==> src/u16u8_pkg.sv <==
// ----------------------------------------------------------------------------
// u16u8_pkg
// Shared types, constants and the UTF-8 encoder for the UTF-16 to UTF-8
// transcoder.
// ----------------------------------------------------------------------------
`default_nettype none

package u16u8_pkg;

  localparam int CU_W        = 21;   // code unit / scalar width
  localparam int CNT_W       = 20;   // byte counter and capacity width
  localparam int IN_TDATA_W  = 24;
  localparam int OUT_TDATA_W = 32;
  localparam int MAX_BYTES   = 8;    // byte slots per queue entry
  localparam int IDX_W       = $clog2(MAX_BYTES);
  localparam int FIFO_DEPTH  = 2;
  localparam int FIFO_AW     = $clog2(FIFO_DEPTH);

  localparam logic [CU_W-1:0]  CP_HI_FIRST   = 21'h00D800;
  localparam logic [CU_W-1:0]  CP_HI_LAST    = 21'h00DBFF;
  localparam logic [CU_W-1:0]  CP_LO_FIRST   = 21'h00DC00;
  localparam logic [CU_W-1:0]  CP_LO_LAST    = 21'h00DFFF;
  localparam logic [CU_W-1:0]  CP_SUPP_BASE  = 21'h010000;
  localparam logic [CU_W-1:0]  CP_LIM_1B     = 21'h000080;
  localparam logic [CU_W-1:0]  CP_LIM_2B     = 21'h000800;
  localparam logic [CNT_W-1:0] COUNT_MAX     = 20'hFFFFF;

  localparam logic [1:0] CONT_TAG = 2'b10;
  localparam logic [2:0] LEAD2_TAG = 3'b110;
  localparam logic [3:0] LEAD3_TAG = 4'b1110;
  localparam logic [4:0] LEAD4_TAG = 5'b11110;
  localparam logic [5:0] HI_SURR_TAG = 6'b110110;

  // result kind on tuser
  localparam logic KIND_DATA    = 1'b0;
  localparam logic KIND_SUMMARY = 1'b1;

  // summary status
  localparam logic STAT_OK       = 1'b0;
  localparam logic STAT_TOO_SMALL = 1'b1;

  typedef struct packed {
    logic [3:0][7:0] b;     // b[0] is sent first
    logic [2:0]      len;   // 1..4
  } enc_t;

  // One queue entry: all results caused by one accepted item.
  typedef struct packed {
    logic [MAX_BYTES-1:0][7:0] bytes;
    logic [IDX_W-1:0]          nbytes;   // 0..7 data bytes
    logic                      summ;     // summary result follows bytes
    logic                      status;
    logic [CNT_W-1:0]          total;
  } cmd_t;

  function automatic enc_t enc_utf8_char(input logic [CU_W-1:0] cp);
    enc_t e;
    e = '0;
    if (cp < CP_LIM_1B) begin
      e.b[0] = cp[7:0];
      e.len  = 3'd1;
    end else if (cp < CP_LIM_2B) begin
      e.b[0] = {LEAD2_TAG, cp[10:6]};
      e.b[1] = {CONT_TAG, cp[5:0]};
      e.len  = 3'd2;
    end else if (cp < CP_SUPP_BASE) begin
      e.b[0] = {LEAD3_TAG, cp[15:12]};
      e.b[1] = {CONT_TAG, cp[11:6]};
      e.b[2] = {CONT_TAG, cp[5:0]};
      e.len  = 3'd3;
    end else begin
      e.b[0] = {LEAD4_TAG, cp[20:18]};
      e.b[1] = {CONT_TAG, cp[17:12]};
      e.b[2] = {CONT_TAG, cp[11:6]};
      e.b[3] = {CONT_TAG, cp[5:0]};
      e.len  = 3'd4;
    end
    return e;
  endfunction

endpackage

`default_nettype wire

==> src/u16u8_front.sv <==
// ----------------------------------------------------------------------------
// u16u8_front
// Accepts code units, pairs surrogates, checks capacity and builds one
// queue entry per item that has anything to send.
// ----------------------------------------------------------------------------
`default_nettype none

module u16u8_front import u16u8_pkg::*; (
  input  logic                  clk,
  input  logic                  rst_n,
  input  logic                  cfg_we,
  input  logic [CNT_W-1:0]      cfg_wdata,
  input  logic                  in_tvalid,
  output logic                  in_tready,
  input  logic [IN_TDATA_W-1:0] in_tdata,
  input  logic                  in_tlast,
  output cmd_t                  cmd,
  output logic                  cmd_valid,
  input  logic                  cmd_ready
);

  logic [CNT_W-1:0] cap_r;
  logic             pend_r, pend_nxt;
  logic [9:0]       ph_r, ph_nxt;
  logic [CNT_W-1:0] count_r, count_nxt;
  logic             ovf_r, ovf_nxt;

  logic [CU_W-1:0]  cu, cp_a;
  logic             is_high, is_low, va, vb, cap0;
  enc_t             enc_a, enc_b;
  logic [2:0]       len_a_m, len_b_m, len_a_e, len_b_e;
  logic [3:0]       len_ab;
  logic [CNT_W:0]   sum_a, sum_ab;
  logic             ovf_a, ovf_b, emit_a, emit_b;
  logic [IDX_W-1:0] rel;
  logic             accept;

  assign cu      = in_tdata[CU_W-1:0];
  assign is_high = (cu >= CP_HI_FIRST) && (cu <= CP_HI_LAST);
  assign is_low  = (cu >= CP_LO_FIRST) && (cu <= CP_LO_LAST);
  assign cap0    = (cap_r == '0);
  assign accept  = in_tvalid && in_tready;
  assign in_tready = cmd_ready;

  always_comb begin
    // char A: the held high surrogate, alone or joined with this unit
    va = pend_r;
    if (pend_r && is_low) begin
      cp_a = CP_SUPP_BASE + {1'b0, ph_r, cu[9:0]};
    end else begin
      cp_a = {5'd0, HI_SURR_TAG, ph_r};
    end
    // char B: this unit, unless consumed by the pair or held back
    vb = !(pend_r && is_low) && !(is_high && !in_tlast);

    enc_a = enc_utf8_char(cp_a);
    enc_b = enc_utf8_char(cu);

    len_a_m = va ? enc_a.len : 3'd0;
    len_b_m = vb ? enc_b.len : 3'd0;
    len_ab  = {1'b0, len_a_m} + {1'b0, len_b_m};
    sum_a   = {1'b0, count_r} + (CNT_W+1)'(len_a_m);
    sum_ab  = {1'b0, count_r} + (CNT_W+1)'(len_ab);

    ovf_a  = ovf_r || (va && (sum_a > {1'b0, cap_r}));
    emit_a = va && !cap0 && !ovf_a;
    ovf_b  = ovf_a || (vb && (sum_ab > {1'b0, cap_r}));
    emit_b = vb && !cap0 && !ovf_b;

    len_a_e = emit_a ? enc_a.len : 3'd0;
    len_b_e = emit_b ? enc_b.len : 3'd0;

    if (cap0) begin
      ovf_nxt   = ovf_r;
      count_nxt = sum_ab[CNT_W] ? COUNT_MAX : sum_ab[CNT_W-1:0];
    end else begin
      ovf_nxt   = ovf_b;
      count_nxt = count_r + CNT_W'(len_a_e) + CNT_W'(len_b_e);
    end

    for (int k = 0; k < MAX_BYTES; k++) begin
      rel = IDX_W'(k) - IDX_W'(len_a_e);
      if (IDX_W'(k) < IDX_W'(len_a_e)) begin
        cmd.bytes[k] = enc_a.b[k[1:0]];
      end else begin
        cmd.bytes[k] = enc_b.b[rel[1:0]];
      end
    end
    cmd.nbytes = IDX_W'(len_a_e) + IDX_W'(len_b_e);
    cmd.summ   = in_tlast;
    cmd.status = ovf_nxt ? STAT_TOO_SMALL : STAT_OK;
    cmd.total  = ovf_nxt ? '0 : count_nxt;

    pend_nxt = is_high && !in_tlast && !(pend_r && is_low);
    ph_nxt   = pend_nxt ? cu[9:0] : 10'd0;
  end

  assign cmd_valid = in_tvalid && ((cmd.nbytes != '0) || in_tlast);

  always_ff @(posedge clk) begin
    if (!rst_n) begin
      cap_r   <= '0;
      pend_r  <= 1'b0;
      ph_r    <= '0;
      count_r <= '0;
      ovf_r   <= 1'b0;
    end else begin
      if (cfg_we) begin
        cap_r <= cfg_wdata;
      end
      if (accept) begin
        if (in_tlast) begin
          pend_r  <= 1'b0;
          ph_r    <= '0;
          count_r <= '0;
          ovf_r   <= 1'b0;
        end else begin
          pend_r  <= pend_nxt;
          ph_r    <= ph_nxt;
          count_r <= count_nxt;
          ovf_r   <= ovf_nxt;
        end
      end
    end
  end

endmodule

`default_nettype wire

==> src/u16u8_fifo.sv <==
// ----------------------------------------------------------------------------
// u16u8_fifo
// Short queue of per-item entries between front and back.
// ----------------------------------------------------------------------------
`default_nettype none

module u16u8_fifo import u16u8_pkg::*; (
  input  logic clk,
  input  logic rst_n,
  input  cmd_t wr_data,
  input  logic wr_valid,
  output logic wr_ready,
  output cmd_t rd_data,
  output logic rd_valid,
  input  logic rd_pop
);

  cmd_t               mem_r [FIFO_DEPTH];
  logic [FIFO_AW-1:0] wr_ptr_r, rd_ptr_r;
  logic [FIFO_AW:0]   cnt_r;
  logic               push, pop;

  assign wr_ready = (cnt_r != (FIFO_AW+1)'(FIFO_DEPTH));
  assign rd_valid = (cnt_r != '0);
  assign rd_data  = mem_r[rd_ptr_r];
  assign push     = wr_valid && wr_ready;
  assign pop      = rd_pop && rd_valid;

  function automatic logic [FIFO_AW-1:0] ptr_inc(input logic [FIFO_AW-1:0] p);
    return (p == FIFO_AW'(FIFO_DEPTH - 1)) ? '0 : p + 1'b1;
  endfunction

  always_ff @(posedge clk) begin
    if (push) begin
      mem_r[wr_ptr_r] <= wr_data;
    end
  end

  always_ff @(posedge clk) begin
    if (!rst_n) begin
      wr_ptr_r <= '0;
      rd_ptr_r <= '0;
      cnt_r    <= '0;
    end else begin
      if (push) begin
        wr_ptr_r <= ptr_inc(wr_ptr_r);
      end
      if (pop) begin
        rd_ptr_r <= ptr_inc(rd_ptr_r);
      end
      if (push && !pop) begin
        cnt_r <= cnt_r + 1'b1;
      end else if (pop && !push) begin
        cnt_r <= cnt_r - 1'b1;
      end
    end
  end

endmodule

`default_nettype wire

==> src/u16u8_back.sv <==
// ----------------------------------------------------------------------------
// u16u8_back
// Walks the head entry to the output register, one result per unstalled cycle.
// ----------------------------------------------------------------------------
`default_nettype none

module u16u8_back import u16u8_pkg::*; (
  input  logic                   clk,
  input  logic                   rst_n,
  input  cmd_t                   head,
  input  logic                   head_valid,
  output logic                   head_pop,
  output logic                   out_tvalid,
  input  logic                   out_tready,
  output logic [OUT_TDATA_W-1:0] out_tdata,
  output logic                   out_tuser,
  output logic                   out_tlast
);

  logic [IDX_W-1:0]       idx_r;
  logic                   vld_r;
  logic [OUT_TDATA_W-1:0] data_r, data_nxt;
  logic                   user_r, user_nxt;
  logic                   last_r, last_nxt;
  logic                   load, is_byte;

  assign load     = head_valid && (!vld_r || out_tready);
  assign is_byte  = (idx_r < head.nbytes);
  assign head_pop = load && last_nxt;

  always_comb begin
    if (is_byte) begin
      data_nxt = {(OUT_TDATA_W-8)'(0), head.bytes[idx_r]};
      user_nxt = KIND_DATA;
      last_nxt = (idx_r == head.nbytes - 1'b1) && !head.summ;
    end else begin
      data_nxt = {(OUT_TDATA_W-CNT_W-9)'(0), head.total, head.status, 8'd0};
      user_nxt = KIND_SUMMARY;
      last_nxt = 1'b1;
    end
  end

  always_ff @(posedge clk) begin
    if (!rst_n) begin
      vld_r <= 1'b0;
      idx_r <= '0;
    end else begin
      if (load) begin
        vld_r <= 1'b1;
        idx_r <= last_nxt ? '0 : idx_r + 1'b1;
      end else if (out_tready) begin
        vld_r <= 1'b0;
      end
    end
  end

  always_ff @(posedge clk) begin
    if (load) begin
      data_r <= data_nxt;
      user_r <= user_nxt;
      last_r <= last_nxt;
    end
  end

  assign out_tvalid = vld_r;
  assign out_tdata  = data_r;
  assign out_tuser  = user_r;
  assign out_tlast  = last_r;

endmodule

`default_nettype wire

==> src/utf16_to_utf8_transcoder.sv <==
// ----------------------------------------------------------------------------
// utf16_to_utf8_transcoder
// Streams UTF-16 code units (or full scalars) in, UTF-8 bytes and an
// end-of-string summary out.
// ----------------------------------------------------------------------------
// The block takes one code unit per item and returns one result per cycle on
// the output stream while out_tready allows: the UTF-8 bytes of each
// finished character, and after the unit flagged tlast a summary carrying
// status and byte count. A high surrogate that is not the last unit is held
// until the next unit; a following low surrogate makes one 4-byte character,
// anything else flushes the held unit as 3 bytes. With a nonzero capacity,
// bytes are sent per character only while they fit; the first character
// that does not fit sets the too-small status and mutes the rest of the
// string (summary total then reads 0). Capacity 0 only counts. An input item
// is accepted whenever the 2-entry queue has room, even while earlier items
// are still being sent; the output side sends the results each item caused
// (0 to 8) one by one, so sustained throughput is set by the output port.
// The first result of an item passes through the queue and the output
// register before it is presented. Write cfg_wdata only while the block is
// idle.
// ----------------------------------------------------------------------------
`default_nettype none

module utf16_to_utf8_transcoder import u16u8_pkg::*; (
  input  logic                   clk,
  input  logic                   rst_n,
  // configuration: output buffer capacity in bytes, 0 = count only
  input  logic                   cfg_we,
  input  logic [CNT_W-1:0]       cfg_wdata,
  // input stream
  input  logic                   in_tvalid,
  output logic                   in_tready,
  input  logic [IN_TDATA_W-1:0]  in_tdata,   // [20:0] code_unit, [23:21] zero
  input  logic                   in_tlast,   // last_unit
  // result stream
  output logic                   out_tvalid,
  input  logic                   out_tready,
  output logic [OUT_TDATA_W-1:0] out_tdata,  // [7:0] out_byte, [8] status,
                                             // [28:9] total_bytes, [31:29] zero
  output logic                   out_tuser,  // kind: 0 data byte, 1 summary
  output logic                   out_tlast   // last_result of the item
);

  cmd_t fr_cmd, q_head;
  logic fr_valid, fr_ready;
  logic q_valid, q_pop;

  // front: surrogate pairing, encoding, capacity check, per-string state
  u16u8_front u_front (
    .clk       (clk),
    .rst_n     (rst_n),
    .cfg_we    (cfg_we),
    .cfg_wdata (cfg_wdata),
    .in_tvalid (in_tvalid),
    .in_tready (in_tready),
    .in_tdata  (in_tdata),
    .in_tlast  (in_tlast),
    .cmd       (fr_cmd),
    .cmd_valid (fr_valid),
    .cmd_ready (fr_ready)
  );

  // decoupling queue; items that produce no result never enter it
  u16u8_fifo u_fifo (
    .clk      (clk),
    .rst_n    (rst_n),
    .wr_data  (fr_cmd),
    .wr_valid (fr_valid),
    .wr_ready (fr_ready),
    .rd_data  (q_head),
    .rd_valid (q_valid),
    .rd_pop   (q_pop)
  );

  // back: serializes each entry into bytes plus optional summary
  u16u8_back u_back (
    .clk        (clk),
    .rst_n      (rst_n),
    .head       (q_head),
    .head_valid (q_valid),
    .head_pop   (q_pop),
    .out_tvalid (out_tvalid),
    .out_tready (out_tready),
    .out_tdata  (out_tdata),
    .out_tuser  (out_tuser),
    .out_tlast  (out_tlast)
  );

endmodule

`default_nettype wire

==> config.mk <==
export PLATFORM = sky130hd
export DESIGN_NAME = utf16_to_utf8_transcoder
export DESIGN_NICKNAME = d
export VERILOG_FILES = /design/src/u16u8_pkg.sv /design/src/u16u8_front.sv /design/src/u16u8_fifo.sv /design/src/u16u8_back.sv /design/src/utf16_to_utf8_transcoder.sv
export SDC_FILE = /design/constraint.sdc
export NUM_CORES = 1
export LEC_CHECK = 0
export BUFFER_PORTS_ARGS = -buffer_cell sky130_fd_sc_hd__buf_4
export CAP_MARGIN = 20
export CORE_MARGIN = 1.5
export CORE_UTILIZATION = 50
export CTS_BUF_LIST = sky130_fd_sc_hd__clkbuf_16
export CTS_CLUSTER_DIAMETER = 150
export DETAILED_ROUTE_END_ITERATION = 8
export PLACE_DENSITY = 0.68
export REMOVE_ABC_BUFFERS = 1
export SETUP_SLACK_MARGIN = 0.3
export SYNTH_ARGS = -nofsm -noshare
export SYNTH_HDL_FRONTEND = slang
export SYNTH_HIERARCHICAL = 1
export SYNTH_SLANG_ARGS = --single-unit
==> constraint.sdc <==
create_clock -name clk -period 14.31 [get_ports clk]
set_clock_uncertainty 0.2 [all_clocks]
set_input_delay 0.7155 -clock clk [delete_from_list [all_inputs] [get_ports clk]]
set_output_delay 0.7155 -clock clk [all_outputs]
set_load 0.02 [all_outputs]
==> results.md <==
- The flow ran to the end, and the final reports show no timing, DRC or antenna violations.
- Measured against its own limit, the worst slew margin works out to 0.345.
- After detailed placement, the design holds a cell count of 1,797.
- Data on the critical path is required at its endpoint by 14.47 ns.
- TritonCTS built the clock tree.
- The leakage dissipation is 6.41 nW.
- Once detail routing completed, the nets flagged for antenna violations numbered 0.
- The most repeated library cell on the critical path is nand2_1.
- The peak clock frequency supported by timing is 90.3 MHz.
- The dominant synthesized flop cell is edfxtp_1.
- The fraction of final layout cells with drive strength greater than 1 is 0.191.
- The total negative setup slack is 0 ns.
- For the worst-skew pair, the clock arrives at the later sink with an insertion delay of 0.55 ns.
- The estimated wirelength of the detail-placed design is 25.3 mm.
- The first global-routing pass estimated 57.6 mm of wire.
- The clock slew seen by the registers of the worst setup and hold paths is 0.06 ns.
- The slew at the pin with the worst max-slew slack is 0.983 ns.
- Once the clock tree was built, the resizer swapped 0 gates to a different size.
- During I/O placement, the number of pins put on the boundary was 86.
- The number of hold buffers added after CTS is 0.
- In this run the worst hold path is classified as in2reg.
- The kind of end point of the critical path is a flip-flop.
- The worst-case IR drop observed on VDD is 0.0877 mV.
- The floorplan step defined a die boundary enclosing 0.0320 mm².
- The data arrival time of the worst path is 11.23 ns.
- Routability-driven placement finished with a final weighted congestion of 0.912.
- The number of levels in the clock H-tree is 1.
- The number of antenna violations at the first check in global routing was 0.
- The maximum fanout count along the critical path is 26.
- The share of synthesized area in the top cell type comes to 0.406.
- For this run, design rule violations remaining after detail routing come to 0.
- The post-synthesis register bit count is 270.
- The count of final max-slew check failures is 0.
- The critical path's top delay family is simple AND/OR/NAND/NOR gates.
- The path type of the worst setup path is in2reg.
- The total routing usage reported by global routing is 0.233.
- The maximum number of pins on one net before global-route repair is 67.
- The horizontal die dimension is 179 µm.
- Wires add up to 37.1 mm.
- The count of max-cap constraint violations is 0.
- The proportion of synthesized flip-flops having asynchronous set or reset is 0.
- Input and output buffers added on the ports amount to 79.
- The worst min-delay path startpoint is cfg_wdata[2].
- Before antenna repair, the detailed router went through 6 iterations.
- After the first detailed-routing iteration, the DRC count stood at 906.
- In this run the critical register-to-register path is launched from u_front/pend_r.
- Counting every instance in the synthesized netlist gives 1,400.
- The number of global-route vias before repair is 10,377.
- The part of the cycle the worst path needs is 0.774.
- The total via count in the routed design is 10,904.
- Leaving out filler cells and counting taps, the final layout contains 1,851.
- For this run, the register share of the synthesized area comes to 0.485.
- The count of distinct cell types in the synthesized netlist is 92.
- STA classifies the critical path startpoint as an input port.
- The total area of multi-input combinational cells is 0.00731 mm².
- In this run the worst setup path begins at in_tdata[18].
- After floorplanning, the core was sized to cover 0.0305 mm².
- The final-report setup violation count is 0.
- Registers take 0.00750 mm².
- After filler insertion, the fill cell instance count of the layout stands at 2,600.
- The slowest stage of the critical path is the nor2_1 cell.
- The number of antenna diodes in the final layout is 0.
- The clock root buffer master is clkbuf_16.
- Dividing the synthesized area by the synthesized cell count gives 11.0 µm².
- The cell taking the most area after synthesis is edfxtp_1.
- The final net count is 1,550.
- The row count is 64.
- Counting I/O delays and the setup requirement, the final critical path takes 11.08 ns.
- In the post-synthesis netlist, the biggest area contributors are edfxtp_1, dfxtp_1, mux2_2.
- The area growth from synthesis to layout is 10.8%.
- For this run, the number of Yosys warnings is 6.
- Dividing the detail-routed wire length by the instance count gives 20.0 µm.
- The final count of hold timing violations was 0.
- The sink count of the clock tree is 270.
- The cell area after technology mapping is 0.0155 mm².
- Setup repair after global routing left no endpoint under its margin.
- Yosys mapped a number of flops with a built-in enable equal to 209.
- The number of buffers added by the clock tree synthesis step is 29.
- On the worst path, the slowest cell contributes a delay of 0.70 ns.
- From bottom edge to top edge, the die measures 179 µm.
- The post-CTS setup repair buffer count is 0.
- The clock tree buffer depth is 3.
- The final global-route overflow total is 0.
- Dividing the detail-routed via count by the number of cells gives 5.89.
- The count of buffer and inverter cells on the critical path is 6.
- Power spread over the standard cell area amounts to 126 mW/mm².
- For this configuration, the core starts out at a cell density of 0.507.
-- cells in the final DEF (no fill, tap or decap), types with 11 or more instances in the layout --
cell type and n:
edfxtp_1 209, nand2_1 120, nor2_1 102, buf_4 96, mux2_2 84, a21oi_1 82, dfxtp_1 60, ha_1 58
inv_1 57, and2_1 55, o21ai_0 53, mux2i_1 46, nor2b_1 45, clkbuf_16 29, nand3_1 27, xor2_1 26
xnor2_1 19, nor3_1 18, a22oi_1 18, mux4_2 16, nand4_1 15, a21o_1 13, o22ai_1 12, a211oi_1 11
-- power breakdown --
part	switching [mW]	internal (mW)
Combinational	0.256	0.186
Sequential	0.0332	0.971
Clock	0.297	0.420
-- kinds of logic (layout without fill, tap and decap cells) --
| family | count (synthesis) | after routing | share of synthesized area |
|---|---|---|---|
| and+or+nand+nor | 441 | 441 | 0.145 |
| DFF | 270 | 270 | 0.485 |
| AOI/OAI and AO/OA | 267 | 267 | 0.112 |
| muxes | 157 | 157 | 0.125 |
| buffers and inverters | 149 | 202 | 0.0439 |
| adders and majority gates | 68 | 68 | 0.0599 |
| xor gates and xnor gates | 47 | 47 | 0.0285 |
| other | 1 | 3 | 0.000243 |
-- stage by stage --
step	util	cell area, µm²	setup slack (ns)	power, mW	hold WS, ns
floorplan	-	15000	3.88	1.31	0.306
global placement	0.532	16200	3.00	1.46	0.321
detailed placement	0.532	16200	2.83	1.47	0.332
CTS	0.562	17100	3.35	2.19	0.215
global route	0.562	17100	2.42	2.26	0.223
finish	0.562	17100	3.23	2.16	0.235
-- synthesized netlist by cell type, types with 8 or more instances --
master,instances
nor4_1,10
nand4_1,15
nand2b_1,8
a22oi_1,18
xnor2_1,19
inv_1,49
clkbuf_1,51
mux2_4,10
fa_1,10
nor2_1,102
buf_4,10
mux4_2,16
a21o_1,13
o22ai_1,12
a31oi_1,10
edfxtp_1,209
nand3_1,27
o21ai_0,53
dfxtp_1,61
a21oi_1,82
buf_2,25
and2_1,55
mux2_2,84
mux2i_1,46
xor2_1,26
nand2_1,120
ha_1,58
nor3_1,18
a211oi_1,11
nor2b_1,46
-- flip-flops by register name (all words and copies together) (netlist names), named ones only --
register,flops
u_front/ovf_r,1
u_fifo/mem_r,178
u_fifo/cnt_r,2
u_back/out_tdata,29
u_fifo/rd_ptr_r,1
u_front/count_r,20
u_back/idx_r,3
u_back/out_tlast,1
u_back/out_tuser,1
u_back/out_tvalid,1
u_front/pend_r,1
u_front/ph_r,10
u_fifo/wr_ptr_r,1
u_front/cap_r,20
-- routing by layer --
layer	track usage	wire (µm)	part of all wire
met3	0.0358	2700	0.073
met5	0	0	0
met1	0.350	17300	0.47
met2	0.352	16200	0.44
met4	0.0594	773	0.021
-- path summary, 6_finish.rpt --
check / end / slack [ns] / depth (start not counted)
worst max register to register: u_fifo/mem_r[1][19] / 3.66 / 35
worst min register to register: u_front/cap_r[15] / 0.34 / 2
worst min-delay path: u_front/cap_r[2] / 0.24 / 3
worst max-delay path: u_fifo/mem_r[1][19] / 3.23 / 37
-- worst reg2reg max path, delay by kind of cell, from the launching register on --
kind            cells  cell delay [ns]
mux                 1             0.21
xor+xnor            1             0.16
simple gates       17             5.32
flops               1             0.53
buf+inv             5             1.43
compound gates      6             1.21
fa+ha+maj           5             1.41
-- layout make-up --
class,instances,area share
flip-flops and latches,270,0.438
multi-input cells,983,0.426
clock buffers,29,0.0424
repair buffers,96,0.0421
well taps,396,0.0289
inverters,52,0.0115
clock inverters,25,0.0110
No activity file was read; power rests on OpenSTA's default activity.
